--- config.mk ---
export PLATFORM = sky130hd
export DESIGN_NAME = vag_adpcm_block_decoder
export DESIGN_NICKNAME = d
export VERILOG_FILES = /design/src/hdl/vag_adpcm_pkg.sv /design/src/hdl/vag_adpcm_block_decoder.sv
export SDC_FILE = /design/constraint.sdc
export NUM_CORES = 1
export LEC_CHECK = 0
export ABC_AREA = 1
export BUFFER_PORTS_ARGS = -buffer_cell sky130_fd_sc_hd__buf_2
export CORE_MARGIN = 2
export CORE_UTILIZATION = 35
export CTS_BUF_LIST = sky130_fd_sc_hd__clkbuf_16
export CTS_CLUSTER_DIAMETER = 100
export DETAILED_ROUTE_END_ITERATION = 10
export PLACE_DENSITY = 0.56
export SLEW_MARGIN = 20
export SYNTH_ARGS = -nofsm -noshare
export SYNTH_HDL_FRONTEND = slang
export SYNTH_SLANG_ARGS = --single-unit
export TNS_END_PERCENT = 5
--- constraint.sdc ---
create_clock -name clk -period 11.2 [get_ports clk]
set_input_delay 2.8 -clock clk [delete_from_list [all_inputs] [get_ports clk]]
set_output_delay 2.8 -clock clk [all_outputs]
set_load 0.03 [all_outputs]
--- src/hdl/vag_adpcm_pkg.sv ---
package vag_adpcm_pkg;

  // Highest channel count that the predictor history is built for.
  localparam int MAX_CHANNELS = 2;

  // Largest legal block shift and filter index.
  localparam logic [3:0] SHIFT_MAX = 4'd12;
  localparam logic [3:0] FILTER_MAX = 4'd4;

  // Largest chunk length in blocks.
  localparam logic [12:0] INTERLEAVE_MAX = 13'd4096;

  // Rounding bias added before the predictor is scaled down by 64.
  localparam logic signed [24:0] PRED_ROUND = 25'sd32;

  // Status codes carried by every result.
  typedef enum logic [2:0] {
    ST_OK     = 3'd0,
    ST_SHIFT  = 3'd1,
    ST_FILTER = 3'd2,
    ST_TRUNC  = 3'd3,
    ST_CHUNK  = 3'd4
  } status_t;

  // Register word indexes on the configuration port.
  typedef enum logic [1:0] {
    REG_CHANNELS   = 2'd0,
    REG_INTERLEAVE = 2'd1,
    REG_STRICT     = 2'd2
  } reg_idx_t;

  // First predictor tap, applied to the previous sample.
  function automatic logic signed [7:0] tap_a(input logic [2:0] filter);
    case (filter)
      3'd1:    return 8'sd60;
      3'd2:    return 8'sd115;
      3'd3:    return 8'sd98;
      3'd4:    return 8'sd122;
      default: return 8'sd0;
    endcase
  endfunction

  // Second predictor tap, applied to the sample before the previous one.
  function automatic logic signed [7:0] tap_b(input logic [2:0] filter);
    case (filter)
      3'd2:    return -8'sd52;
      3'd3:    return -8'sd55;
      3'd4:    return -8'sd60;
      default: return 8'sd0;
    endcase
  endfunction

endpackage

--- src/hdl/vag_adpcm_block_decoder.sv ---
// Streaming decoder for 4-bit ADPCM in 16-byte blocks, one compressed byte per
// request on the input channel. Header bytes and the skipped second byte of a
// block give no result; each data byte gives two samples in turn, low nibble
// first, because the second sample's predictor needs the first sample, and
// both share one predictor unit (two small multipliers, a rounding add and a
// saturating add). Bad headers, a truncated block or a missing channel chunk
// at end of stream give a single error result with a zero sample and status
// code, after which bytes are dropped until end of stream. End of stream
// clears all decode state. Results leave through a one-entry output register
// that refills in the cycle it drains, so bytes flow without gaps while the
// result channel keeps up; a stalled result holds back only a byte that has
// to load the next result, and bytes that give no result pass on.
// The user must write configuration through the APB port only while the block
// is idle; the block itself does not enforce this.
module vag_adpcm_block_decoder (
  input  logic               clk,
  input  logic               rst_n,
  input  logic               in_valid,
  output logic               in_stall,
  input  logic [7:0]         in_data_byte,
  input  logic               in_end_of_stream,
  output logic               out_valid,
  input  logic               out_stall,
  output logic signed [15:0] out_sample,
  output logic               out_channel,
  output logic [2:0]         out_status,
  output logic               out_last,
  input  logic               psel,
  input  logic               penable,
  input  logic               pwrite,
  input  logic [3:0]         paddr,
  input  logic [31:0]        pwdata,
  output logic [31:0]        prdata,
  output logic               pready
);
  import vag_adpcm_pkg::*;

  // Configuration registers.
  logic [1:0]  chans_r;
  logic [12:0] ilv_r;
  logic        strict_r;

  // Input register and the phase of a data byte (0 low nibble, 1 high nibble).
  logic        hv_r;
  logic [7:0]  byte_r;
  logic        eos_r;
  logic        phase_r, phase_nxt;

  // Decode state.
  logic [3:0]  bib_r, bib_nxt;
  logic [11:0] bic_r, bic_nxt;
  logic        cur_r, cur_nxt;
  logic [3:0]  shift_r, shift_nxt;
  logic [2:0]  filt_r, filt_nxt;
  logic        err_r, err_nxt;
  logic        dch_r, dch_nxt;
  logic        och_r, och_nxt;
  logic signed [15:0] p1_r [2];
  logic signed [15:0] p2_r [2];
  logic signed [15:0] p1_nxt [2];
  logic signed [15:0] p2_nxt [2];

  // Output register.
  logic               ov_r;
  logic signed [15:0] osample_r, osample_nxt;
  logic               ochan_r, ochan_nxt;
  status_t            ostatus_r, ostatus_nxt;
  logic               olast_r, olast_nxt;

  // Configuration write and read.
  logic cfg_wr;
  assign cfg_wr = psel && penable && pwrite && pready;
  assign pready = 1'b1;

  always_ff @(posedge clk) begin
    if (!rst_n) begin
      chans_r  <= 2'd1;
      ilv_r    <= 13'd128;
      strict_r <= 1'b0;
    end else if (cfg_wr) begin
      case (paddr[3:2])
        REG_CHANNELS:   chans_r  <= pwdata[1:0];
        REG_INTERLEAVE: ilv_r    <= pwdata[12:0];
        REG_STRICT:     strict_r <= pwdata[0];
        default: ;
      endcase
    end
  end

  always_comb begin
    case (paddr[3:2])
      REG_CHANNELS:   prdata = {30'd0, chans_r};
      REG_INTERLEAVE: prdata = {19'd0, ilv_r};
      REG_STRICT:     prdata = {31'd0, strict_r};
      default:        prdata = 32'd0;
    endcase
  end

  // Effective channel count and chunk length after clamping odd values.
  logic        stereo;
  logic [12:0] ilv_eff;
  assign stereo = chans_r[1] && (MAX_CHANNELS >= 2);
  always_comb begin
    if (ilv_r == 13'd0) begin
      ilv_eff = 13'd1;
    end else if (ilv_r > INTERLEAVE_MAX) begin
      ilv_eff = INTERLEAVE_MAX;
    end else begin
      ilv_eff = ilv_r;
    end
  end

  // Shared predictor unit: one sample per cycle from history unless stalled.
  logic               su_ch;
  logic [3:0]         su_nib;
  logic signed [15:0] su_code;
  logic signed [23:0] su_pa, su_pb;
  logic signed [24:0] su_sum;
  logic signed [18:0] su_pred;
  logic signed [19:0] su_wide;
  logic signed [15:0] su_val;

  assign su_ch   = phase_r ? dch_r : cur_r;
  assign su_nib  = phase_r ? byte_r[7:4] : byte_r[3:0];
  assign su_code = $signed({su_nib, 12'd0}) >>> shift_r;
  assign su_pa   = 24'(p1_r[su_ch]) * 24'(tap_a(filt_r));
  assign su_pb   = 24'(p2_r[su_ch]) * 24'(tap_b(filt_r));
  assign su_sum  = 25'(su_pa) + 25'(su_pb) + PRED_ROUND;
  assign su_pred = $signed(su_sum[24:6]);
  assign su_wide = 20'(su_code) + 20'(su_pred);

  always_comb begin
    if (su_wide > 20'sd32767) begin
      su_val = 16'sh7fff;
    end else if (su_wide < -20'sd32768) begin
      su_val = -16'sh8000;
    end else begin
      su_val = su_wide[15:0];
    end
  end

  // Block and chunk bookkeeping for the byte in the input register.
  logic        is_hdr, is_data, last_b, wrap;
  logic        sh_err, fl_err, hdr_err, trunc_err, chunk_err, samples;
  logic [3:0]  nbib;
  logic [11:0] nbic;
  logic        nch, ochs;
  logic        res_v, out_free, go, fin, do_clear;

  always_comb begin
    is_hdr  = (bib_r == 4'd0);
    is_data = (bib_r > 4'd1);
    last_b  = (bib_r == 4'd15);
    wrap    = ({1'b0, bic_r} + 13'd1) >= ilv_eff;
    sh_err  = is_hdr && (byte_r[3:0] > SHIFT_MAX);
    fl_err  = is_hdr && !sh_err && (byte_r[7:4] > FILTER_MAX) && strict_r;
    hdr_err = sh_err || fl_err;

    nbib = bib_r + 4'd1;
    nbic = bic_r;
    nch  = cur_r;
    if (last_b) begin
      if (wrap) begin
        nbic = 12'd0;
        nch  = stereo ? ~cur_r : 1'b0;
      end else begin
        nbic = bic_r + 12'd1;
      end
    end

    trunc_err = eos_r && (nbib != 4'd0);
    chunk_err = eos_r && !trunc_err && stereo &&
                (nch ? (nbic == 12'd0) : (nbic != 12'd0));
    samples   = !err_r && !hdr_err && is_data && !trunc_err && !chunk_err;
    ochs      = nch ^ (last_b && (nbic == 12'd0) && stereo);

    res_v    = phase_r || (!err_r && (hdr_err || trunc_err || chunk_err || samples));
    out_free = !ov_r || !out_stall;
    go       = hv_r && (!res_v || out_free);
    fin      = go && (phase_r || !samples);
  end

  // Input handshake: the register frees when its byte is fully handled.
  assign in_stall = !rst_n || (hv_r && !fin);

  always_ff @(posedge clk) begin
    if (!rst_n) begin
      hv_r <= 1'b0;
    end else if (in_valid && !in_stall) begin
      hv_r <= 1'b1;
    end else if (fin) begin
      hv_r <= 1'b0;
    end
  end

  always_ff @(posedge clk) begin
    if (in_valid && !in_stall) begin
      byte_r <= in_data_byte;
      eos_r  <= in_end_of_stream;
    end
  end

  // Next decode state and the result to load.
  always_comb begin
    phase_nxt   = phase_r;
    bib_nxt     = bib_r;
    bic_nxt     = bic_r;
    cur_nxt     = cur_r;
    shift_nxt   = shift_r;
    filt_nxt    = filt_r;
    err_nxt     = err_r;
    dch_nxt     = dch_r;
    och_nxt     = och_r;
    p1_nxt      = p1_r;
    p2_nxt      = p2_r;
    do_clear    = 1'b0;
    osample_nxt = 16'sd0;
    ochan_nxt   = cur_r;
    ostatus_nxt = ST_OK;
    olast_nxt   = 1'b1;

    if (go) begin
      if (phase_r) begin
        // Second sample of a data byte.
        phase_nxt         = 1'b0;
        p2_nxt[dch_r]     = p1_r[dch_r];
        p1_nxt[dch_r]     = su_val;
        osample_nxt       = su_val;
        ochan_nxt         = och_r;
        do_clear          = eos_r;
      end else if (err_r) begin
        // Bytes after an error are dropped until end of stream.
        do_clear = eos_r;
      end else if (hdr_err) begin
        err_nxt = 1'b1;
        if (sh_err) begin
          ostatus_nxt = ST_SHIFT;
        end else begin
          ostatus_nxt = ST_FILTER;
        end
        do_clear = eos_r;
      end else begin
        bib_nxt = nbib;
        bic_nxt = nbic;
        cur_nxt = nch;
        if (is_hdr) begin
          shift_nxt = byte_r[3:0];
          filt_nxt  = (byte_r[7:4] > FILTER_MAX) ? 3'd4 : byte_r[6:4];
        end
        if (samples) begin
          phase_nxt     = 1'b1;
          dch_nxt       = cur_r;
          och_nxt       = ochs;
          p2_nxt[cur_r] = p1_r[cur_r];
          p1_nxt[cur_r] = su_val;
          osample_nxt   = su_val;
          ochan_nxt     = ochs;
          olast_nxt     = 1'b0;
        end else begin
          ochan_nxt = nch;
          if (trunc_err) begin
            ostatus_nxt = ST_TRUNC;
          end else begin
            ostatus_nxt = ST_CHUNK;
          end
          err_nxt  = trunc_err || chunk_err;
          do_clear = eos_r;
        end
      end
    end

    // End of stream wipes all decode state.
    if (do_clear) begin
      bib_nxt   = 4'd0;
      bic_nxt   = 12'd0;
      cur_nxt   = 1'b0;
      shift_nxt = 4'd0;
      filt_nxt  = 3'd0;
      err_nxt   = 1'b0;
      p1_nxt    = '{default: 16'sd0};
      p2_nxt    = '{default: 16'sd0};
    end
  end

  // Decode state registers.
  always_ff @(posedge clk) begin
    if (!rst_n) begin
      phase_r <= 1'b0;
      bib_r   <= 4'd0;
      bic_r   <= 12'd0;
      cur_r   <= 1'b0;
      shift_r <= 4'd0;
      filt_r  <= 3'd0;
      err_r   <= 1'b0;
      p1_r    <= '{default: 16'sd0};
      p2_r    <= '{default: 16'sd0};
    end else begin
      phase_r <= phase_nxt;
      bib_r   <= bib_nxt;
      bic_r   <= bic_nxt;
      cur_r   <= cur_nxt;
      shift_r <= shift_nxt;
      filt_r  <= filt_nxt;
      err_r   <= err_nxt;
      p1_r    <= p1_nxt;
      p2_r    <= p2_nxt;
    end
  end

  always_ff @(posedge clk) begin
    dch_r <= dch_nxt;
    och_r <= och_nxt;
  end

  // Output register: loads a result, else drains when the request is taken.
  always_ff @(posedge clk) begin
    if (!rst_n) begin
      ov_r <= 1'b0;
    end else if (go && res_v) begin
      ov_r <= 1'b1;
    end else if (!out_stall) begin
      ov_r <= 1'b0;
    end
  end

  always_ff @(posedge clk) begin
    if (go && res_v) begin
      osample_r <= osample_nxt;
      ochan_r   <= ochan_nxt;
      ostatus_r <= ostatus_nxt;
      olast_r   <= olast_nxt;
    end
  end

  assign out_valid   = ov_r;
  assign out_sample  = osample_r;
  assign out_channel = ochan_r;
  assign out_status  = ostatus_r;
  assign out_last    = olast_r;

endmodule

# Word level (Yosys, flattened, before mapping)
# Cells that the tools add are included.
# word_totals
ff_bits,140
out_inout_bits,56
# classes
n_addsub,6
mul,2
n_lt_le_gt_ge,12
n_eq_ne,10
n_shift,1
mux,74
n_bitwise,10
reduce_logical,65
# op_table
op,n
2-to-1 mux 16 bit,20
2-to-1 mux 32 bit,8
bitwise mux 32 bit,4
multiplier 16 x 8 -> 24 bit,2
one-hot mux 13 bit (3 select lines),1
demux 16 bit (select 1 bit),2
one-hot mux 7 bit (4 select lines),1
2-to-1 mux 1 bit,27
2-to-1 mux 13 bit,2
adder 24 x 24 -> 25 bit,1
"adder 25 x 7 -> 25 bit, second input constant",1
logical AND 1 bit,24
2-to-1 mux 12 bit,2
one-hot mux 8 bit (3 select lines),1
adder 16 x 19 -> 20 bit,1
"> comparator 20 x 16 -> 1 bit, second input constant",1
"less-than comparator 20 x 16 -> 1 bit, second input constant",1
>>> shifter 16 x 4 -> 16 bit,1
"adder 12 x 1 -> 13 bit, second input constant",1
>= comparator 13 bit,1
"> comparator 13 bit, second input constant",1
zero test 13 bit,1
"adder 12 x 1 -> 12 bit, second input constant",1
zero test 1 bit,12
other kinds (33),63

# Longest topological paths before layout
# Gate-level depths: netlist of run 1.
# depth
depth_word,25
depth_mapped,50

# Worst setup path after synthesis of run 1
# Ideal clock, no wire load.
# synth_path
kind,register -> register
startpoint,register phase_r
endpoint,"register osample_r[10] (netlist: out_sample[10]), data pin"
setup_ps,261
arrival_time_ps,8656
required_ps,10939
setup_slack_ps,2283
stages_incl_launch_ff,43
n_path_buf,4
path_cell_list,dfxtp_1 > inv_1 > o21ai_1 > inv_1 > clkbuf_1 > clkbuf_1 > o21ai_0 > inv_1 > nor2_1 > fa_1 > ha_1 > fa_1 > fa_1 > fa_1 > inv_1 > fa_1 > inv_1 > ha_1 > [7 not listed] > nand2_1 > nand2_1 > a21boi_0 > nor2_1 > nor2_1 > xor2_1 > inv_1 > ha_1 > nand2_1 > nor3_1 > nor3b_1 > nand4_1 > nand3_1 > xor2_1 > o31ai_1 > buf_2 > buf_2 > a21oi_1
# synth_via
elab_chain_len,16
# synth_lines
element,line_no,source
from (decl),vag_adpcm_block_decoder.sv:47,"logic phase_r, phase_nxt;"
from (signal assigned),vag_adpcm_block_decoder.sv:298,phase_r <= phase_nxt;
2-to-1 mux 1 bit,vag_adpcm_block_decoder.sv:123,assign su_ch = phase_r ? dch_r : cur_r;
NOT 1 -> 2 bit (implied by the code),"vag_adpcm_block_decoder.sv:126, vag_adpcm_block_decoder.sv:127",
2-to-1 mux 16 bit (on tied branches) (3 in a row),"vag_adpcm_block_decoder.sv:126, vag_adpcm_block_decoder.sv:127",
multiplier 16 x 8 -> 24 bit (on tied branches),"vag_adpcm_block_decoder.sv:126, vag_adpcm_block_decoder.sv:127",
adder 24 x 24 -> 25 bit,vag_adpcm_block_decoder.sv:128,assign su_sum = 25'(su_pa) + 25'(su_pb) + PRED_ROUND;
adder 25 x 7 -> 25 bit,vag_adpcm_block_decoder.sv:128,
adder 16 x 19 -> 20 bit,vag_adpcm_block_decoder.sv:130,assign su_wide = 20'(su_code) + 20'(su_pred);
less-than comparator 20 x 16 -> 1 bit,vag_adpcm_block_decoder.sv:135,end else if (su_wide < -20'sd32768) begin
2-to-1 mux 16 bit,vag_adpcm_block_decoder.sv:135,
2-to-1 mux 16 bit,vag_adpcm_block_decoder.sv:133,if (su_wide > 20'sd32767) begin
2-to-1 mux 16 bit,vag_adpcm_block_decoder.sv:250,if (samples) begin
2-to-1 mux 16 bit,vag_adpcm_block_decoder.sv:234,end else if (hdr_err) begin
2-to-1 mux 16 bit,vag_adpcm_block_decoder.sv:231,end else if (err_r) begin
2-to-1 mux 16 bit,vag_adpcm_block_decoder.sv:223,if (phase_r) begin
to (signal assigned),vag_adpcm_block_decoder.sv:328,osample_r <= osample_nxt;
to (decl),vag_adpcm_block_decoder.sv:65,"logic signed [15:0] osample_r, osample_nxt;"
# Several ways; a longest one is shown, not always the timed one. The select of a mux whose other input is x is not followed.
# A chain may end at the register's enable or synchronous reset.

# Worst setup path in the final report of run 1
# layout_path
startpoint,register phase_r
endpoint,register p1_r[17] in the netlist's numbering
# layout_via
elab_chain_len,17
# layout_lines
element,line_no,source
2-to-1 mux 1 bit,vag_adpcm_block_decoder.sv:123,
NOT 1 -> 2 bit (implied by the code),"vag_adpcm_block_decoder.sv:126, vag_adpcm_block_decoder.sv:127",
2-to-1 mux 16 bit (on tied branches) (3 in a row),"vag_adpcm_block_decoder.sv:126, vag_adpcm_block_decoder.sv:127",
multiplier 16 x 8 -> 24 bit (on tied branches),"vag_adpcm_block_decoder.sv:126, vag_adpcm_block_decoder.sv:127",
adder 24 x 24 -> 25 bit,vag_adpcm_block_decoder.sv:128,
adder 25 x 7 -> 25 bit,vag_adpcm_block_decoder.sv:128,
adder 16 x 19 -> 20 bit,vag_adpcm_block_decoder.sv:130,
less-than comparator 20 x 16 -> 1 bit,vag_adpcm_block_decoder.sv:135,
2-to-1 mux 16 bit,vag_adpcm_block_decoder.sv:135,
2-to-1 mux 16 bit,vag_adpcm_block_decoder.sv:133,
bitwise mux 32 bit,vag_adpcm_block_decoder.sv:255,p1_nxt[cur_r] = su_val;
2-to-1 mux 32 bit,vag_adpcm_block_decoder.sv:250,
2-to-1 mux 32 bit,vag_adpcm_block_decoder.sv:234,
2-to-1 mux 32 bit,vag_adpcm_block_decoder.sv:231,
2-to-1 mux 32 bit,vag_adpcm_block_decoder.sv:223,
to (signal assigned),vag_adpcm_block_decoder.sv:305,p1_r <= p1_nxt;
to (decl),vag_adpcm_block_decoder.sv:58,logic signed [15:0] p1_r [2];
# Several ways; a longest one is shown, not always the timed one. The select of a mux whose other input is x is not followed.

==> results of run 1 <==
-- routing by layer --
layer  global-route usage, %  vias up  part of all wire, %
met3                    2.14       39                  4.0
met1                    25.8     6223                   50
met4                    3.60        0                  1.3
met5                       0        -                    0
met2                    26.8      242                   45
li1                        -     6597                    -
-- sequential cells by signal, summed over array words and instances, names as in the netlist --
| signal | flops |
|---|---|
| hv_r | 1 |
| out_last | 1 |
| filt_r | 3 |
| out_channel | 1 |
| p1_r | 32 |
| eos_r | 1 |
| bic_r | 12 |
| phase_r | 1 |
| out_valid | 1 |
| ilv_r | 13 |
| out_sample | 16 |
| och_r | 1 |
| cur_r | 1 |
| shift_r | 4 |
| dch_r | 1 |
| p2_r | 32 |
| bib_r | 4 |
| err_r | 1 |
| chans_r | 2 |
| byte_r | 8 |
| strict_r | 1 |
| out_status | 3 |
-- critical path, delay by kind of cell (launching register included) --
kind / cells / cell delay [ns]
adder cells (fa/ha/maj): 8 / 3.58
AO/OA/AOI/OAI: 8 / 2.47
AND/OR/NAND/NOR: 16 / 2.21
buffers and inverters: 9 / 1.16
flip-flops: 1 / 0.53
XOR/XNOR: 2 / 0.37
-- through the flow --
| stage | power (W) | util (%) |
|---|---|---|
| 2_1_floorplan | 0.000975 | - |
| 3_3_place_gp | 0.00111 | 36.8 |
| 3_5_place_dp | 0.00111 | 36.8 |
| 4_1_cts | 0.00167 | 38.0 |
| 5_1_grt | 0.00177 | 38.1 |
| 6_report | 0.00167 | 38.1 |
-- placed cells by master (no fill, tap or decap), types with 17 or more instances in the layout --
cell type	count
inv_1	436
nand2_1	364
nor2_1	312
fa_1	183
ha_1	140
dfxtp_1	108
a21oi_1	105
o21ai_0	86
buf_2	66
nand3_1	58
edfxtp_1	32
xor2_1	30
nand4_1	29
nand2_2	24
nor2_2	22
o21ai_2	22
conb_1	20
xnor2_1	19
clkbuf_16	18
o21ai_1	17
-- area by class of cell --
class,instances,area (sq um),area share [%]
multi-input cells,1493,11000,62.7
flip-flops and latches,140,3120,17.7
inverters,444,1670,9.48
well taps,607,759,4.31
clock buffers,18,450,2.56
repair buffers,82,450,2.56
clock inverters,14,121,0.689
-- path summary, 6_finish.rpt --
path / slack (ns) / to / cells after the start / from
max: 0.73 / p1_r[17]$_SDFFE_PP0P_ / 43 / phase_r$_SDFFE_PN0P_
min: 0.46 / p2_r[3]$_SDFFE_PP0P_ / 2 / p2_r[3]$_SDFFE_PP0P_
max reg2reg: 0.73 / p1_r[17]$_SDFFE_PP0P_ / 43 / phase_r$_SDFFE_PN0P_
min reg2reg: 0.46 / p2_r[3]$_SDFFE_PP0P_ / 2 / p2_r[3]$_SDFFE_PP0P_
-- power groups by stage --
stage                     registers, W  clock network [W]  logic, W
final                         0.000555           0.000549  0.000564
after global routing          0.000558           0.000582  0.000632
after CTS                     0.000555           0.000562  0.000554
after detailed placement      0.000566                  0  0.000548
after global placement        0.000566                  0  0.000543
after floorplan               0.000570                  0  0.000405
-- logic make-up (layout without fill, tap and decap cells) --
| logic type | Yosys count | in the layout | synth area share [%] |
|---|---|---|---|
| XOR/XNOR | 52 | 52 | 2.84 |
| AO/OA/AOI/OAI | 252 | 253 | 8.63 |
| adder cells (fa/ha/maj) | 323 | 323 | 33.3 |
| other | 2 | 20 | 0.0461 |
| flip-flops | 140 | 140 | 19.2 |
| buffers and inverters | 531 | 558 | 13.7 |
| multiplexers | 1 | 1 | 0.0615 |
| AND/OR/NAND/NOR | 844 | 844 | 22.2 |
-- timing repair --
action | in CTS | in global routing
gates resized for setup | 0 | 12
setup endpoints to repair | 0 | 45
endpoints found under the hold margin | 0 | 0
==> flow_summary_export.csv, run 1 <==
group,metric,value,unit
status,status,"finished, final reports clean",
route,drt_first_iter_violations,799,
logic_synthesis,yosysMostFrequentCell,"inv_1",
logic_synthesis,async_flop_share,0,%
logic_synthesis,synth_top_area_cell,"fa_1",
floorplan,coreArea,46300,sq um
power,p_comb_share,33.8,%
place,place_inst,2765,
power,seqPwrFrac,33.3,%
timing,final.setup.worst_slack,0.734,ns
route,remaining_drc_errors,0,
power,switching_power,0.000644,W
timing,tightest_slew,0.920,ns
cells_and_area,area_delta_synth_final,8.20,%
clocking,cts_tree,"yes",
floorplan,start_util,35.2,%
worst_setup_path,crit_path_max_incr_delay,0.82,ns
global_route,grt_pass1_wl,66.4,mm
clocking,clk_pin_slew,0.06,ns
logic_synthesis,yosysWarnings,0,
global_route,overflow,0,
global_route,track_usage,17.3,%
power,internal-power,0.00102,W
worst_setup_path,crit_top_cell,"inv_1",
logic_synthesis,netlist_instances,2145,
logic_synthesis,ys_top_cells_by_area,"fa_1, dfxtp_1, ha_1",
worst_setup_path,cp_slowest_cell,"o31ai_2",
route,vias_per_cell,4.68,
place,place_area,17000,sq um
timing,slew_viol_final,0,
logic_synthesis,yosysTopAreaCellShare,22.5,%
hold_path,hp-class,"flip-flop to flip-flop",
logic_synthesis,synth_flop_cell,"dfxtp_1",
timing,setup_viol,0,
logic_synthesis,ys_types,52,
floorplan,fp-row-count,79,
logic_synthesis,avgSynthCellArea,7.59,sq um
clocking,post-cts-setup-buffer-count,0,
worst_setup_path,startpoint_type,"flip-flop",
power,vdd.ir_drop.worst,0.0952,mV
timing,finalCritPeriodShare,93.4,%
cells_and_area,num_antenna_cells,0,
power,clockPowerShare,32.9,%
floorplan,dieArea,48200,sq um
floorplan,fp.dieH,220,microns
logic_synthesis,synth_seq_cells,140,
route,ant_nets,0,
timing,period_needed,10.47,ns
place,hpwl,32.6,mm
logic_synthesis,seq_area_frac_synth,19.2,%
worst_setup_path,cp_max_fo,17,
timing,holdWs,0.463,ns
cells_and_area,finish.net_count,2553,
worst_setup_path,critPathArrivalTime,10.79,ns
timing,tns,0,ns
clocking,cts_sinks,140,
clocking,hold_buffers,0,
power,power.leakage,8.59,nW
timing,hold_viol,0,
global_route,grt_max_degree,63,
power,switching_share,38.6,%
clocking,clock_latency,0.44,ns
global_route,antenna_found_initial,0,
timing,rsz0062_at_grt,"yes",
timing,timing.slew.headroom,38.3,%
cells_and_area,fill_cells,4912,
floorplan,die_x,220,microns
clocking,cts_max_level,4,
global_route,grt_pass1_vias,12800,
clocking,clk_path_buf_depth,2,
floorplan,num_io_pins,108,
route,wire_per_inst,14.3,microns
place,place_ws,0.434,ns
route,dr.pass1.iters,5,
timing,fmax,95.5,MHz
worst_setup_path,critPathKind,"flip-flop to flip-flop",
place,gp_congestion,0.894,
timing,finClkSkew,0.00998,ns
clocking,cts_root_buf,"clkbuf_16",
worst_setup_path,cp_data_required_time,11.53,ns
route,wirelength,40.0,mm
cells_and_area,layout-drive-gt1-share,9.86,%
power,p_per_area,94.8,nW/um^2
worst_setup_path,worstSetupEndpointType,"flip-flop",
place,port_buffers,66,
cells_and_area,instances_no_fill,2798,
route,num_vias,13100,
cells_and_area,stdcell_area,17600,sq um
logic_synthesis,ys_top_cells_by_count,"inv_1, nand2_1, nor2_1",
run,drv_cap,0,
logic_synthesis,synth_area,16300,sq um
logic_synthesis,synth_enable_flop_cells,32,
clocking,cts_inserted_buffers,17,
No activity file was read; power rests on OpenSTA's default activity.
==> run 2: changes to the inputs <==
Settings changed: GPL_TIMING_DRIVEN set to 0, HOLD_SLACK_MARGIN set to 0.03.
==> run 2 against run 1 <==
Effect of this change:
- first-iteration DRC count grew 6.8%
- total power grew 3.8%
- worst setup slack gained 0.18 ns
- sequential power is essentially flat
- worst hold slack is essentially flat
- critical endpoint is now p1_r[3]$_SDFFE_PP0P_
==> flow_summary_export.csv, run 2 (same netlist as run 1, synthesis figures left out) <==
group,metric,value,unit
status,status,"finished, final reports clean",
clocking,cts_tree,"yes",
route,routed.top_layer,"met4",
route,drt_first_iter_violations,853,
hold_path,hold_depth,2,
place,gp_congestion,0.885,
worst_setup_path,cp_slowest_cell,"fa_1",
power,power.leakage,8.86,nW
global_route,grt_pass1_vias,13500,
timing,final.setup.worst_slack,0.918,ns
hold_path,hp-class,"flip-flop to flip-flop",
timing,slew_viol_final,0,
cells_and_area,fill_cells,4828,
worst_setup_path,cp_max_fo,10,
timing,rsz0062_at_grt,"no",
power,vdd.ir_drop.worst,0.0753,mV
timing,finClkSkew,0.00956,ns
route,dr.pass1.iters,5,
timing,tightest_slew,1.12,ns
clocking,cts_inserted_buffers,17,
floorplan,fp.dieH,220,microns
clocking,cts_max_level,4,
floorplan,coreArea,46300,sq um
place,hpwl,37.5,mm
hold_path,hp-start,"p2_r[1]$_SDFFE_PP0P_",
global_route,antenna_found_initial,0,
timing,timing.slew.headroom,24.4,%
worst_setup_path,rrSetupSlack,0.92,ns
route,drt-met1-wl,21.0,mm
clocking,cts_root_buf,"clkbuf_16",
place,place_ws,0.00105,ns
route,met2_length,20.6,mm
place,place_area,17400,sq um
global_route,grt_max_degree,22,
global_route,track_usage,19.1,%
cells_and_area,finish.net_count,2622,
worst_setup_path,worstSetupEndpointType,"flip-flop",
timing,period_needed,10.28,ns
hold_path,min_to,"p2_r[1]$_SDFFE_PP0P_",
clocking,cts_sinks,140,
cells_and_area,area_delta_synth_final,11.0,%
cells_and_area,layout-drive-gt1-share,11.4,%
cells_and_area,num_antenna_cells,0,
worst_setup_path,startpoint_type,"flip-flop",
route,remaining_drc_errors,0,
clocking,post-cts-setup-buffer-count,0,
route,wire_per_inst,15.4,microns
floorplan,num_io_pins,108,
run,drv_cap,0,
cells_and_area,layout_commonest_cell,"inv_1",
worst_setup_path,cp_data_required_time,11.58,ns
floorplan,die_x,220,microns
floorplan,fp-row-count,79,
worst_setup_path,crit_path_max_incr_delay,0.53,ns
worst_setup_path,critPathKind,"flip-flop to flip-flop",
cells_and_area,stdcell_area,18100,sq um
timing,setup_viol,0,
global_route,grt_pass1_wl,71.7,mm
floorplan,dieArea,48200,sq um
worst_setup_path,timing.rr.start,"dch_r$_DFFE_PP_",
timing,finalCritPeriodShare,91.8,%
power,p_per_area,95.9,nW/um^2
route,ant_nets,0,
timing,fmax,97.3,MHz
clocking,clk_path_buf_depth,2,
clocking,clock_latency,0.44,ns
timing,tns,0,ns
worst_setup_path,r2r_end,"p1_r[3]$_SDFFE_PP0P_",
cells_and_area,most-common-layout-cells,"inv_1, nand2_1, nor2_1",
route,wirelength,44.2,mm
worst_setup_path,crit_top_cell,"nand2_1",
clocking,clk_pin_slew,0.06,ns
floorplan,start_util,35.2,%
timing,hold_viol,0,
worst_setup_path,critPathArrivalTime,10.66,ns
route,met3_length,1.88,mm
global_route,overflow,0,
worst_setup_path,rr_worst_depth,44,
route,vias_per_cell,4.71,
place,port_buffers,65,
route,num_vias,13500,
cells_and_area,fin_util,39.0,%
## run 2: changes by cell type in the layout (fill, tap and decap cells not counted), moves of 3 or more
cell      previous run  this run
clkbuf_1             0        27
buf_2               66        80
buf_4               16        26
buf_6                0        16
clkbuf_2             0         3
## run 2: area by class of cell
type | count | area (sq um) | area share (%)
well taps | 607 | 759 | 4.21
clock inverters | 15 | 188 | 1.04
repair buffers | 65 | 325 | 1.80
plain buffers | 87 | 567 | 3.14
clock buffers | 17 | 425 | 2.36
inverters | 444 | 1670 | 9.23
multi-input cells | 1492 | 11000 | 60.9
flip-flops and latches | 140 | 3120 | 17.3
## run 2: worst max-delay path, delay by kind of cell, from the launching register on
| family | cells | cell delay [ns] |
|---|---|---|
| fa+ha+maj | 8 | 3.34 |
| compound gates | 9 | 2.16 |
| xor+xnor | 2 | 0.47 |
| simple gates | 18 | 2.53 |
| flops | 1 | 0.39 |
| buf+inv | 7 | 1.30 |
## run 2: what timing repair did
item,CTS,global route
hold buffers,0,0
pin swaps,0,0
resized for setup,1,13
gates cloned,0,0
endpoints found under the setup margin,4,45
hold endpoints to repair,0,0
## run 2: how the worst max path moves through the flow
stage                          from  cells past startpoint                      endpoint
2_1_floorplan  phase_r$_SDFFE_PN0P_                     42  out_sample[10]$_SDFFCE_PN0P_
3_3_place_gp   phase_r$_SDFFE_PN0P_                     41  out_sample[13]$_SDFFCE_PN0P_
3_5_place_dp   phase_r$_SDFFE_PN0P_                     41  out_sample[13]$_SDFFCE_PN0P_
4_1_cts          cur_r$_SDFFE_PP0P_                     42  out_sample[13]$_SDFFCE_PN0P_
5_1_grt          cur_r$_SDFFE_PP0P_                     46         p1_r[18]$_SDFFE_PP0P_
6_report            dch_r$_DFFE_PP_                     44          p1_r[3]$_SDFFE_PP0P_
## run 2: power breakdown
part / switching, W / internal (W) / total, W
clock: 0.000242 / 0.000353 / 0.000596
sequential: 0.0000157 / 0.000539 / 0.000554
combinational: 0.000406 / 0.000176 / 0.000582
## run 2: metal layers
metal,global-route usage (%),up-vias
met5,0,-
met3,1.86,50
met1,26.8,6438
met2,31.7,300
met4,4.32,0
li1,-,6723
## run 2: metrics by stage
step / instances / hold WS, ns / power (W)
final: 2867 / 0.463 / 0.00173
after global routing: 2867 / 0.479 / 0.00183
after CTS: 2867 / 0.465 / 0.00174
after detailed placement: 2835 / 0.456 / 0.00114
after global placement: 2835 / 0.446 / 0.00113
after floorplan: 2163 / 0.429 / 0.000975
